<file path="src/rtl/bpof_pkg.sv">
// Package for the byte pattern occurrence finder.
// Holds the shared sizes, payload structs, configuration codes and helpers.
// It depends on nothing else.
package bpof_pkg;

  localparam int MAX_PATTERN = 8;
  localparam int OFFSET_BITS = 32;
  localparam int LEN_BITS    = $clog2(MAX_PATTERN + 1);
  localparam int CFG_IDX_BITS = 2;

  localparam logic [OFFSET_BITS-1:0] POS_MAX   = {OFFSET_BITS{1'b1}};
  localparam logic [31:0]            COUNT_MAX = 32'hFFFF_FFFF;

  typedef enum logic [CFG_IDX_BITS-1:0] {
    CFG_PATTERN_BYTES     = 2'd0,
    CFG_PATTERN_LENGTH    = 2'd1,
    CFG_TARGET_OCCURRENCE = 2'd2
  } cfg_index_t;

  typedef struct packed {
    logic [7:0] data_byte;
    logic       last_byte;
  } in_word_t;

  typedef struct packed {
    logic [31:0] occurrence_count;
    logic [31:0] selected_offset;
    logic        patch_allowed;
  } out_word_t;

  // Settings as seen by the datapath: the length is already clamped.
  typedef struct packed {
    logic [63:0]         pattern_bytes;
    logic [LEN_BITS-1:0] length;
    logic [15:0]         target;
  } cfg_t;

  typedef logic [7:0] byte_t;

  // Pattern byte k; bytes past the 64-bit register read as zero.
  function automatic byte_t pattern_byte(logic [63:0] pattern, int k);
    byte_t b;
    b = 8'd0;
    if (k < 8) begin
      b = pattern[8*k +: 8];
    end
    return b;
  endfunction

endpackage

</file>
<file path="src/rtl/bpof_cfg.sv">
// Configuration registers of the byte pattern occurrence finder.
// Decodes register writes and clamps the pattern length.
// Depends on bpof_pkg.
module bpof_cfg (
  input  logic                                 clk,
  input  logic                                 rst,
  input  logic                                 cfg_valid,
  output logic                                 cfg_ready,
  input  logic [bpof_pkg::CFG_IDX_BITS-1:0]    cfg_index,
  input  logic [63:0]                          cfg_data,
  output bpof_pkg::cfg_t                       cfg
);

  logic [63:0] pattern_bytes;
  logic [3:0]  pattern_length;
  logic [15:0] target_occurrence;

  assign cfg_ready = 1'b1;

  always_ff @(posedge clk) begin
    if (rst) begin
      pattern_bytes     <= 64'd0;
      pattern_length    <= 4'd1;
      target_occurrence <= 16'd0;
    end else if (cfg_valid && cfg_ready) begin
      unique case (bpof_pkg::cfg_index_t'(cfg_index))
        bpof_pkg::CFG_PATTERN_BYTES:     pattern_bytes     <= cfg_data;
        bpof_pkg::CFG_PATTERN_LENGTH:    pattern_length    <= cfg_data[3:0];
        bpof_pkg::CFG_TARGET_OCCURRENCE: target_occurrence <= cfg_data[15:0];
        default: ;
      endcase
    end
  end

  // A length of zero acts as one, anything above the window acts as full.
  always_comb begin
    cfg.pattern_bytes = pattern_bytes;
    cfg.target        = target_occurrence;
    if (pattern_length == 4'd0) begin
      cfg.length = bpof_pkg::LEN_BITS'(1);
    end else if (int'(pattern_length) > bpof_pkg::MAX_PATTERN) begin
      cfg.length = bpof_pkg::LEN_BITS'(bpof_pkg::MAX_PATTERN);
    end else begin
      cfg.length = bpof_pkg::LEN_BITS'(pattern_length);
    end
  end

endmodule

</file>
<file path="src/rtl/bpof_match.sv">
// Masked window compare of the byte pattern occurrence finder.
// Checks the newest bytes of the window against the pattern for the current length.
// Depends on bpof_pkg.
module bpof_match (
  input  bpof_pkg::byte_t window [bpof_pkg::MAX_PATTERN],
  input  bpof_pkg::cfg_t  cfg,
  output logic            hit
);

  logic [bpof_pkg::MAX_PATTERN-1:0] hit_by_len;

  // Entry 0 is the newest byte, so for length L pattern byte k lines up
  // with window entry L-1-k.
  always_comb begin
    for (int l = 1; l <= bpof_pkg::MAX_PATTERN; l++) begin
      hit_by_len[l-1] = 1'b1;
      for (int j = 0; j < l; j++) begin
        if (window[j] != bpof_pkg::pattern_byte(cfg.pattern_bytes, l - 1 - j)) begin
          hit_by_len[l-1] = 1'b0;
        end
      end
    end
  end

  always_comb begin
    hit = 1'b0;
    for (int l = 1; l <= bpof_pkg::MAX_PATTERN; l++) begin
      if (cfg.length == bpof_pkg::LEN_BITS'(l)) begin
        hit = hit_by_len[l-1];
      end
    end
  end

endmodule

</file>
<file path="src/rtl/bpof_out.sv">
// Result register of the byte pattern occurrence finder.
// Holds one finished result until the downstream side takes it.
// Depends on bpof_pkg.
module bpof_out (
  input  logic                clk,
  input  logic                rst,
  input  logic                load,
  input  bpof_pkg::out_word_t load_word,
  output logic                result_valid,
  input  logic                result_stall,
  output bpof_pkg::out_word_t result_word
);

  logic result_valid_next;

  assign result_valid_next = load || (result_valid && result_stall);

  always_ff @(posedge clk) begin
    if (rst) begin
      result_valid <= 1'b0;
    end else begin
      result_valid <= result_valid_next;
    end
  end

  always_ff @(posedge clk) begin
    if (load) begin
      result_word <= load_word;
    end
  end

endmodule

</file>
<file path="src/rtl/byte_pattern_occurrence_finder.sv">
// Top level of the byte pattern occurrence finder.
// Instantiates bpof_cfg, bpof_match and bpof_out; depends on bpof_pkg.

// The block scans a byte stream at one byte per clock and gives one result
// word on the final byte of each stream: the number of pattern occurrences
// (overlapping ones included, counting stops at the target occurrence and
// saturates at its maximum), the start offset of the selected occurrence
// and whether a patch is allowed. A byte passes an input register, then the
// window shift, masked compare and counter update, and a final byte's result
// word is registered in the output register and is valid from there. The sustained
// rate is one byte per cycle; the only stall that reaches the byte side is
// a final byte whose result would overwrite a result that is still held in
// the output register. Configuration writes are taken at any time through
// the write channel, but they must only be issued while no stream is in
// flight. After each result, the window, position, count and offset clear
// for the next stream, while the configuration registers are kept.
module byte_pattern_occurrence_finder (
  input  logic                              clk,
  input  logic                              rst,
  input  logic                              byte_valid,
  output logic                              byte_stall,
  input  bpof_pkg::in_word_t                byte_word,
  output logic                              result_valid,
  input  logic                              result_stall,
  output bpof_pkg::out_word_t               result_word,
  input  logic                              cfg_valid,
  output logic                              cfg_ready,
  input  logic [bpof_pkg::CFG_IDX_BITS-1:0] cfg_index,
  input  logic [63:0]                       cfg_data
);

  bpof_pkg::cfg_t cfg;

  bpof_cfg u_cfg (
    .clk       (clk),
    .rst       (rst),
    .cfg_valid (cfg_valid),
    .cfg_ready (cfg_ready),
    .cfg_index (cfg_index),
    .cfg_data  (cfg_data),
    .cfg       (cfg)
  );

  // Input register.
  logic               in_valid;
  bpof_pkg::in_word_t in_word;
  logic               in_valid_next;
  logic               advance;
  logic               accept;

  // Stream state.
  bpof_pkg::byte_t                  window      [bpof_pkg::MAX_PATTERN];
  bpof_pkg::byte_t                  window_next [bpof_pkg::MAX_PATTERN];
  logic [bpof_pkg::OFFSET_BITS-1:0] position;
  logic [bpof_pkg::OFFSET_BITS-1:0] position_next;
  logic [31:0]                      match_count;
  logic [31:0]                      match_count_next;
  logic [bpof_pkg::OFFSET_BITS-1:0] found_offset;
  logic [bpof_pkg::OFFSET_BITS-1:0] found_offset_next;
  logic                             target_reached;
  logic                             target_reached_next;

  logic                             hit;
  logic                             counted;
  logic [bpof_pkg::OFFSET_BITS-1:0] length_wide;
  logic                             load;
  bpof_pkg::out_word_t              load_word;

  // A byte in the input register moves on every cycle unless it is a final
  // byte and the output register is still holding an untaken result.
  assign advance    = in_valid && (!in_word.last_byte || !result_valid || !result_stall);
  assign byte_stall = in_valid && !advance;
  assign accept     = byte_valid && !byte_stall;

  assign in_valid_next = accept || (in_valid && !advance);

  always_ff @(posedge clk) begin
    if (rst) begin
      in_valid <= 1'b0;
    end else begin
      in_valid <= in_valid_next;
    end
  end

  always_ff @(posedge clk) begin
    if (accept) begin
      in_word <= byte_word;
    end
  end

  // Shift the new byte into the window; entry 0 holds the newest byte.
  always_comb begin
    window_next[0] = in_word.data_byte;
    for (int i = 1; i < bpof_pkg::MAX_PATTERN; i++) begin
      window_next[i] = window[i-1];
    end
  end

  bpof_match u_match (
    .window (window_next),
    .cfg    (cfg),
    .hit    (hit)
  );

  assign length_wide = bpof_pkg::OFFSET_BITS'(cfg.length);

  // The position saturates, and a match is only looked at once enough
  // bytes have arrived and the target has not yet been reached.
  always_comb begin
    position_next = (position == bpof_pkg::POS_MAX) ? position
                                                    : position + bpof_pkg::OFFSET_BITS'(1);
    counted       = hit && (position_next >= length_wide) && !target_reached;

    match_count_next    = match_count;
    found_offset_next   = found_offset;
    target_reached_next = target_reached;
    if (counted) begin
      if (match_count != bpof_pkg::COUNT_MAX) begin
        match_count_next = match_count + 32'd1;
      end
      found_offset_next = position_next - length_wide;
      if (cfg.target != 16'd0 && match_count_next == 32'(cfg.target)) begin
        target_reached_next = 1'b1;
      end
    end
  end

  // Result for a final byte, built from the updated state.
  always_comb begin
    load_word.occurrence_count = match_count_next;
    load_word.selected_offset  = (match_count_next != 32'd0) ? 32'(found_offset_next) : 32'd0;
    load_word.patch_allowed    = (match_count_next != 32'd0)
                              && (match_count_next == 32'd1
                                  || match_count_next == 32'(cfg.target))
                              && (position_next > length_wide);
  end

  assign load = advance && in_word.last_byte;

  // The stream state clears after a final byte so the next stream starts fresh.
  always_ff @(posedge clk) begin
    if (rst) begin
      for (int i = 0; i < bpof_pkg::MAX_PATTERN; i++) begin
        window[i] <= 8'd0;
      end
      position       <= '0;
      match_count    <= 32'd0;
      found_offset   <= '0;
      target_reached <= 1'b0;
    end else if (advance) begin
      if (in_word.last_byte) begin
        for (int i = 0; i < bpof_pkg::MAX_PATTERN; i++) begin
          window[i] <= 8'd0;
        end
        position       <= '0;
        match_count    <= 32'd0;
        found_offset   <= '0;
        target_reached <= 1'b0;
      end else begin
        for (int i = 0; i < bpof_pkg::MAX_PATTERN; i++) begin
          window[i] <= window_next[i];
        end
        position       <= position_next;
        match_count    <= match_count_next;
        found_offset   <= found_offset_next;
        target_reached <= target_reached_next;
      end
    end
  end

  bpof_out u_out (
    .clk          (clk),
    .rst          (rst),
    .load         (load),
    .load_word    (load_word),
    .result_valid (result_valid),
    .result_stall (result_stall),
    .result_word  (result_word)
  );

endmodule

</file>
<file path="config.mk">
export PLATFORM = sky130hd
export DESIGN_NAME = byte_pattern_occurrence_finder
export DESIGN_NICKNAME = d
export VERILOG_FILES = /design/src/rtl/bpof_pkg.sv /design/src/rtl/bpof_cfg.sv /design/src/rtl/bpof_match.sv /design/src/rtl/bpof_out.sv /design/src/rtl/byte_pattern_occurrence_finder.sv
export SDC_FILE = /design/constraint.sdc
export NUM_CORES = 1
export LEC_CHECK = 0
export CORE_UTILIZATION = 31
export DETAILED_ROUTE_END_ITERATION = 12
export DONT_BUFFER_PORTS = 1
export PLACE_DENSITY = 0.41
export SYNTH_ARGS = -nofsm -noshare
export SYNTH_HDL_FRONTEND = slang
export SYNTH_SLANG_ARGS = --single-unit
</file>
<file path="constraint.sdc">
create_clock -name clk -period 9.8 [get_ports clk]
set_input_delay 0 -clock clk [delete_from_list [all_inputs] [get_ports clk]]
set_output_delay 0 -clock clk [all_outputs]
set_load 0.1 [all_outputs]
</file>
After elaboration in Yosys (flattened, before gate mapping)
Memories as Yosys holds them, arrays and structs flattened.
Index checks and enable logic that the tools add are counted.
Word-level totals
  bits in registers: 257
  memory bits (writable): 64
  input port bits: 80
  output and inout bits: 68
  logic and storage cells: 202
  memories: 1
Memories
  window: depth 8, width 8, rd ports 7, clocked after memory_dff 0, wr ports 8, RTL line byte_pattern_occurrence_finder.sv:52  | bpof_pkg::byte_t window [bpof_pkg::MAX_PATTERN];
Operators by class
  $add $sub $neg: 3
  magnitude comparators: 3
  equal/unequal tests: 51
  mux-type cells: 83
  bitwise gates (word level): 16
  reduce and logical (&&, ||, !) cells: 31
Operators by type and width (count)
  $ne A8 B8 Y1: 36
  $mux W32: 8
  $mux W8: 16
  $add A32 B1 Y32 const B: 2
  $eq A32 B16 Y1: 2
  $mux W1: 57
  $eq A32 B1 Y1 const B: 1
  $eq A32 B32 Y1 const B: 1
  $ge A32 B4 Y1: 1
  $gt A32 B4 Y1: 1
  $ne A32 B32 Y1 const B: 1
  $reduce_bool A32 Y1: 1
  $sub A32 B4 Y32: 1
  $eq A4 B3 Y1 const B: 4
  $or A1 B1 Y1: 16
  $reduce_bool A16 Y1: 1
  $logic_and A1 B1 Y1: 10
  $eq A4 B2 Y1 const B: 2
  $mux W4: 2
  $logic_not A1 Y1: 6
  $reduce_and A2 Y1: 3
  $logic_or A1 B1 Y1: 5
  $eq A4 B1 Y1 const B: 1
  $eq A4 B4 Y1 const B: 1
  other kinds (7): 8

Depth between registers and ports, before layout
  depth after elaboration: 20
  depth in mapped cells: 20
  gate-level depth less buffers: 19

By module
A second synthesis with hierarchy kept.
Unflattened totals
  cell total of the unflattened synthesis: 2163
  area, all modules: 19879.1 um^2
By module, submodules not included
  byte_pattern_occurrence_finder: times used 1, cells an instance 1273, area each 10572.6 um^2, sequential area each 3833.7 um^2
  bpof_cfg: times used 1, cells an instance 352, area each 3728.6 um^2, sequential area each 1681.6 um^2
  bpof_match: times used 1, cells an instance 470, area each 3597.2 um^2, sequential area each 0.0 um^2
  bpof_out: times used 1, cells an instance 68, area each 1980.6 um^2, sequential area each 1971.9 um^2

Least setup slack after synthesis
Ideal clock, no wire load.
  kind: flip-flop to flip-flop
  start point: reg position[0] in the netlist's numbering
  end point: reg, netlist name u_out.result_word[0]
  library setup time: 0.180 ns
  data arrival time: 4.459 ns
  required time: 9.620 ns
  slack: 5.161 ns
  stages on the path, launching flop included: 19
  buffers on the path: 1
  clock period less this slack: 4.639 ns
  cells stage by stage: dfxtp_1 ha_1 nand3_1 nor4_2 nand3_1 nand2_1 xnor2_1 ha_1 nor2b_1 o21ai_0 nand2b_1 or3_1 nor3b_4 a21bo_2 buf_2 mux2_2 a2111oi_0 nand4_1 a221oi_1
RTL lines
  from (decl): RTL line byte_pattern_occurrence_finder.sv:54  | logic [bpof_pkg::OFFSET_BITS-1:0] position;
  from (signal assigned): RTL line byte_pattern_occurrence_finder.sv:163  | position <= position_next;

==> metrics <==
Syn Inst Count 2104; share of cells above drive strength 1 6.56%; vias in the first global route 14893; Site Rows 89; Hold WS 0.0226 ns; mapped cell area 18500 um^2; Port Buffers 0; dpl ws 2.98 ns; CP Class reg -> reg; first-pass GRT wire length 98.7 mm; top routing layer in use met4; Clk pwr share 47.0%; hold wc startpoint cfg_index[1]; fin. max-slew vios 0; combinational power share 9.3%; number of non-filler instances in the completed layout 2893; min Tclk post-route 6.79 ns; HP Class in -> reg; Area Overhead vs Synth 16.4%; final hold violation count 0; drt first pass iters 5; crit start category flop; total CTS buffers 41; total gr overflow 0; initial antenna violation count 0; skew final 0.0221 ns; WP data arrival 7.10 ns; DRC 0; Worst-path clk slew 0.05 ns; Via Count 15276; Final Setup Violations 0; met3 wire len 2.91 mm; clock latency on the worst-skew pair 0.58 ns; P_leak 7.68 nW; routed vias/inst 5.28; FILL cells 6058; Worst Path Max Fanout 32; IO Pins 148; wire per inst 22.9 um; dpl hpwl 46.6 mm; largest net degree at the start of global routing 97; Achievable Freq 147 MHz; total routed wirelength 66.2 mm; CTS tree yes; CTS Buffer Depth 3; Slew HR 22.9%; Net Sw Frac 26.3%; Die W 246 um; crit end category flop; setup bufs post-CTS 0; Mean Syn Cell Area 8.77 um^2; CTS Sinks 313; placed insts 2696; top_reg_cell synth dfxtp_1; RSZ-0062 raised after global routing false; transition time at the pin with the least slew margin 1.15 ns; crit path from position[0]; Seq. cell area 7490 um^2; worst vdd ir 0.000116 V; All-Layer GR Usage 21.7%; placer congestion estimate 0.924; MaxCap Viol Count 0; critical path data required time 10.11 ns; number of enable flip-flop cells after synthesis 122; Final Cycle Share 69.3%; status finished clean; FFs w/ async S/R, synth 0%; pwr dens 160 nW/um^2; metal2 WL 32.4 mm; initial DRC count 1091; Synthesis Warnings 0; starting density of the core 31.3%; Worst R2R Start position[0]; fin nets 2173; clk root buf clkbuf_16; Synth Register Bits 313; multi-input logic area 10100 um^2; sequential area share after synthesis 40.6%; H-tree depth 2; Distinct cells, synth 84; Die ar. 60500 um^2; final setup TNS 0 ns; Die Span Y 246 um; sequential power share 43.6%; Worst Setup Slack, final 3.01 ns; Sw Pwr 905 uW; Internal 2.53 mW; M1 wire length 28.7 mm; core region area 58900 um^2; DRT antenna net count 0; Net Count, Synth 2191
-- metal layers --
metal | global-route usage [%] | up-vias
met5 | 0 | -
met4 | 8.02 | 0
met3 | 2.59 | 133
met2 | 37.2 | 431
met1 | 27.6 | 7483
li1 | - | 7229
-- cells in the final DEF, fill, tap and decap left out, types with 5 or more instances in the layout --
cell type      netlist  layout
nand2_1            304     304
xnor2_1            238     238
dfxtp_1            191     191
xor2_1             172     172
edfxtp_1           122     122
dlygate4sd3_1        0     119
a21oi_1            107     106
o21ai_0            101     101
nor2_1              87      87
nand4_1             77      77
and2_1              64      64
nor4_1              58      58
nand3_1             52      52
clkbuf_16            0      42
mux2i_1             33      33
nor3_1              30      30
a22o_1              26      26
inv_1               26      25
buf_4                1      23
and3_1              23      22
a31oi_1             19      19
nor2_2              17      17
and4_1              15      15
o31ai_1             11      11
clkbuf_1           155      10
a22oi_1              8       8
bufinv_16            0       8
clkinv_2             0       7
or3_1                6       6
nor2b_1              7       6
ha_1                 6       6
nand2b_1             6       5
a211oi_1             5       5
clkinv_1             0       5
-- worst paths after layout --
path                                  to  slack [ns]  cells after the start
max                u_out.result_word[17]        3.01                     18
min          u_cfg.target_occurrence[15]        0.02                      3
max reg2reg        u_out.result_word[17]        3.01                     18
min reg2reg             found_offset[30]        0.45                      2
-- repair_timing --
item / in CTS / in global routing
gates resized for setup: 0 / 0
hold buffers: 120 / 0
hold endpoints to repair: 117 / 0
-- logic make-up (layout without fill, tap and decap cells) --
group,count (synthesis),in the layout,synth area share [%]
xor gates and xnor gates,411,411,19.5
DFF,313,313,40.6
adders and majority gates,7,7,0.515
buffers and inverters,230,245,4.96
muxes,37,37,2.03
other,1,2,0.0203
and+or+nand+nor,781,781,21.6
AOI/OAI and AO/OA,324,324,10.7
-- power by group through the flow --
stage	Combinational, mW	Clock (mW)	Sequential, mW
final	0.321	1.62	1.50
after global routing	0.351	1.72	1.50
after CTS	0.323	1.67	1.50
after detailed placement	0.278	0	1.53
after global placement	0.277	0	1.53
after floorplan	0.245	0	1.47
-- sequential cells by signal (all words and copies together) (netlist names) --
register / count
in_valid: 1
found_offset: 32
u_out.result_word: 65
u_cfg.target_occurrence: 16
in_word: 9
target_reached: 1
window: 56
u_out.result_valid: 1
position: 32
u_cfg.pattern_length: 4
match_count: 32
u_cfg.pattern_bytes: 64
-- cells in the mapped netlist (15+ instances only) --
master    number  area, um^2
nand2_1      304        1140
xnor2_1      238        2080
dfxtp_1      191        3820
xor2_1       172        1510
clkbuf_1     155         582
edfxtp_1     122        3660
a21oi_1      107         536
o21ai_0      101         505
nor2_1        87         327
nand4_1       77         482
and2_1        64         400
nor4_1        58         363
nand3_1       52         260
mux2i_1       33         330
nor3_1        30         150
buf_1         29         109
a22o_1        26         228
inv_1         26        97.6
and3_1        23         144
a31oi_1       19         119
nor2_2        17         106
and4_1        15         131
-- through the flow --
stage          instance area (um^2)  power (mW)  util, %
2_1_floorplan                 18500        1.71        -
3_3_place_gp                  18800        1.81     31.9
3_5_place_dp                  18800        1.81     31.9
4_1_cts                       21500        3.49     36.5
5_1_grt                       21500        3.57     36.5
6_report                      21500        3.44     36.5
-- cell type report --
cell class                 count  area share, %
multi-input combinational   1561           47.0
clock buffer                  53           5.13
clock inverter                23           1.60
inverter                      26          0.454
timing repair buffer         143           6.48
sequential                   313           34.8
tap                          773           4.50
antenna                        1         0.0116
-- critical path, stage by stage (launching register included) --
cell	delay, ns
dfxtp_1	0.42
ha_1	0.22
nand3_1	0.22
nor4_2	0.89
nand3_1	0.50
nand2_1	0.22
xnor2_1	0.17
ha_1	0.32
nor2b_1	0.15
o21ai_0	0.16
nand2b_1	0.23
or3_1	0.48
nor3b_4	0.62
a21bo_2	0.56
nor2_1	0.20
xor2_1	0.26
nor4_4	0.33
buf_4	0.45
nor2_1	0.10
No activity file was read; power rests on OpenSTA's default activity.
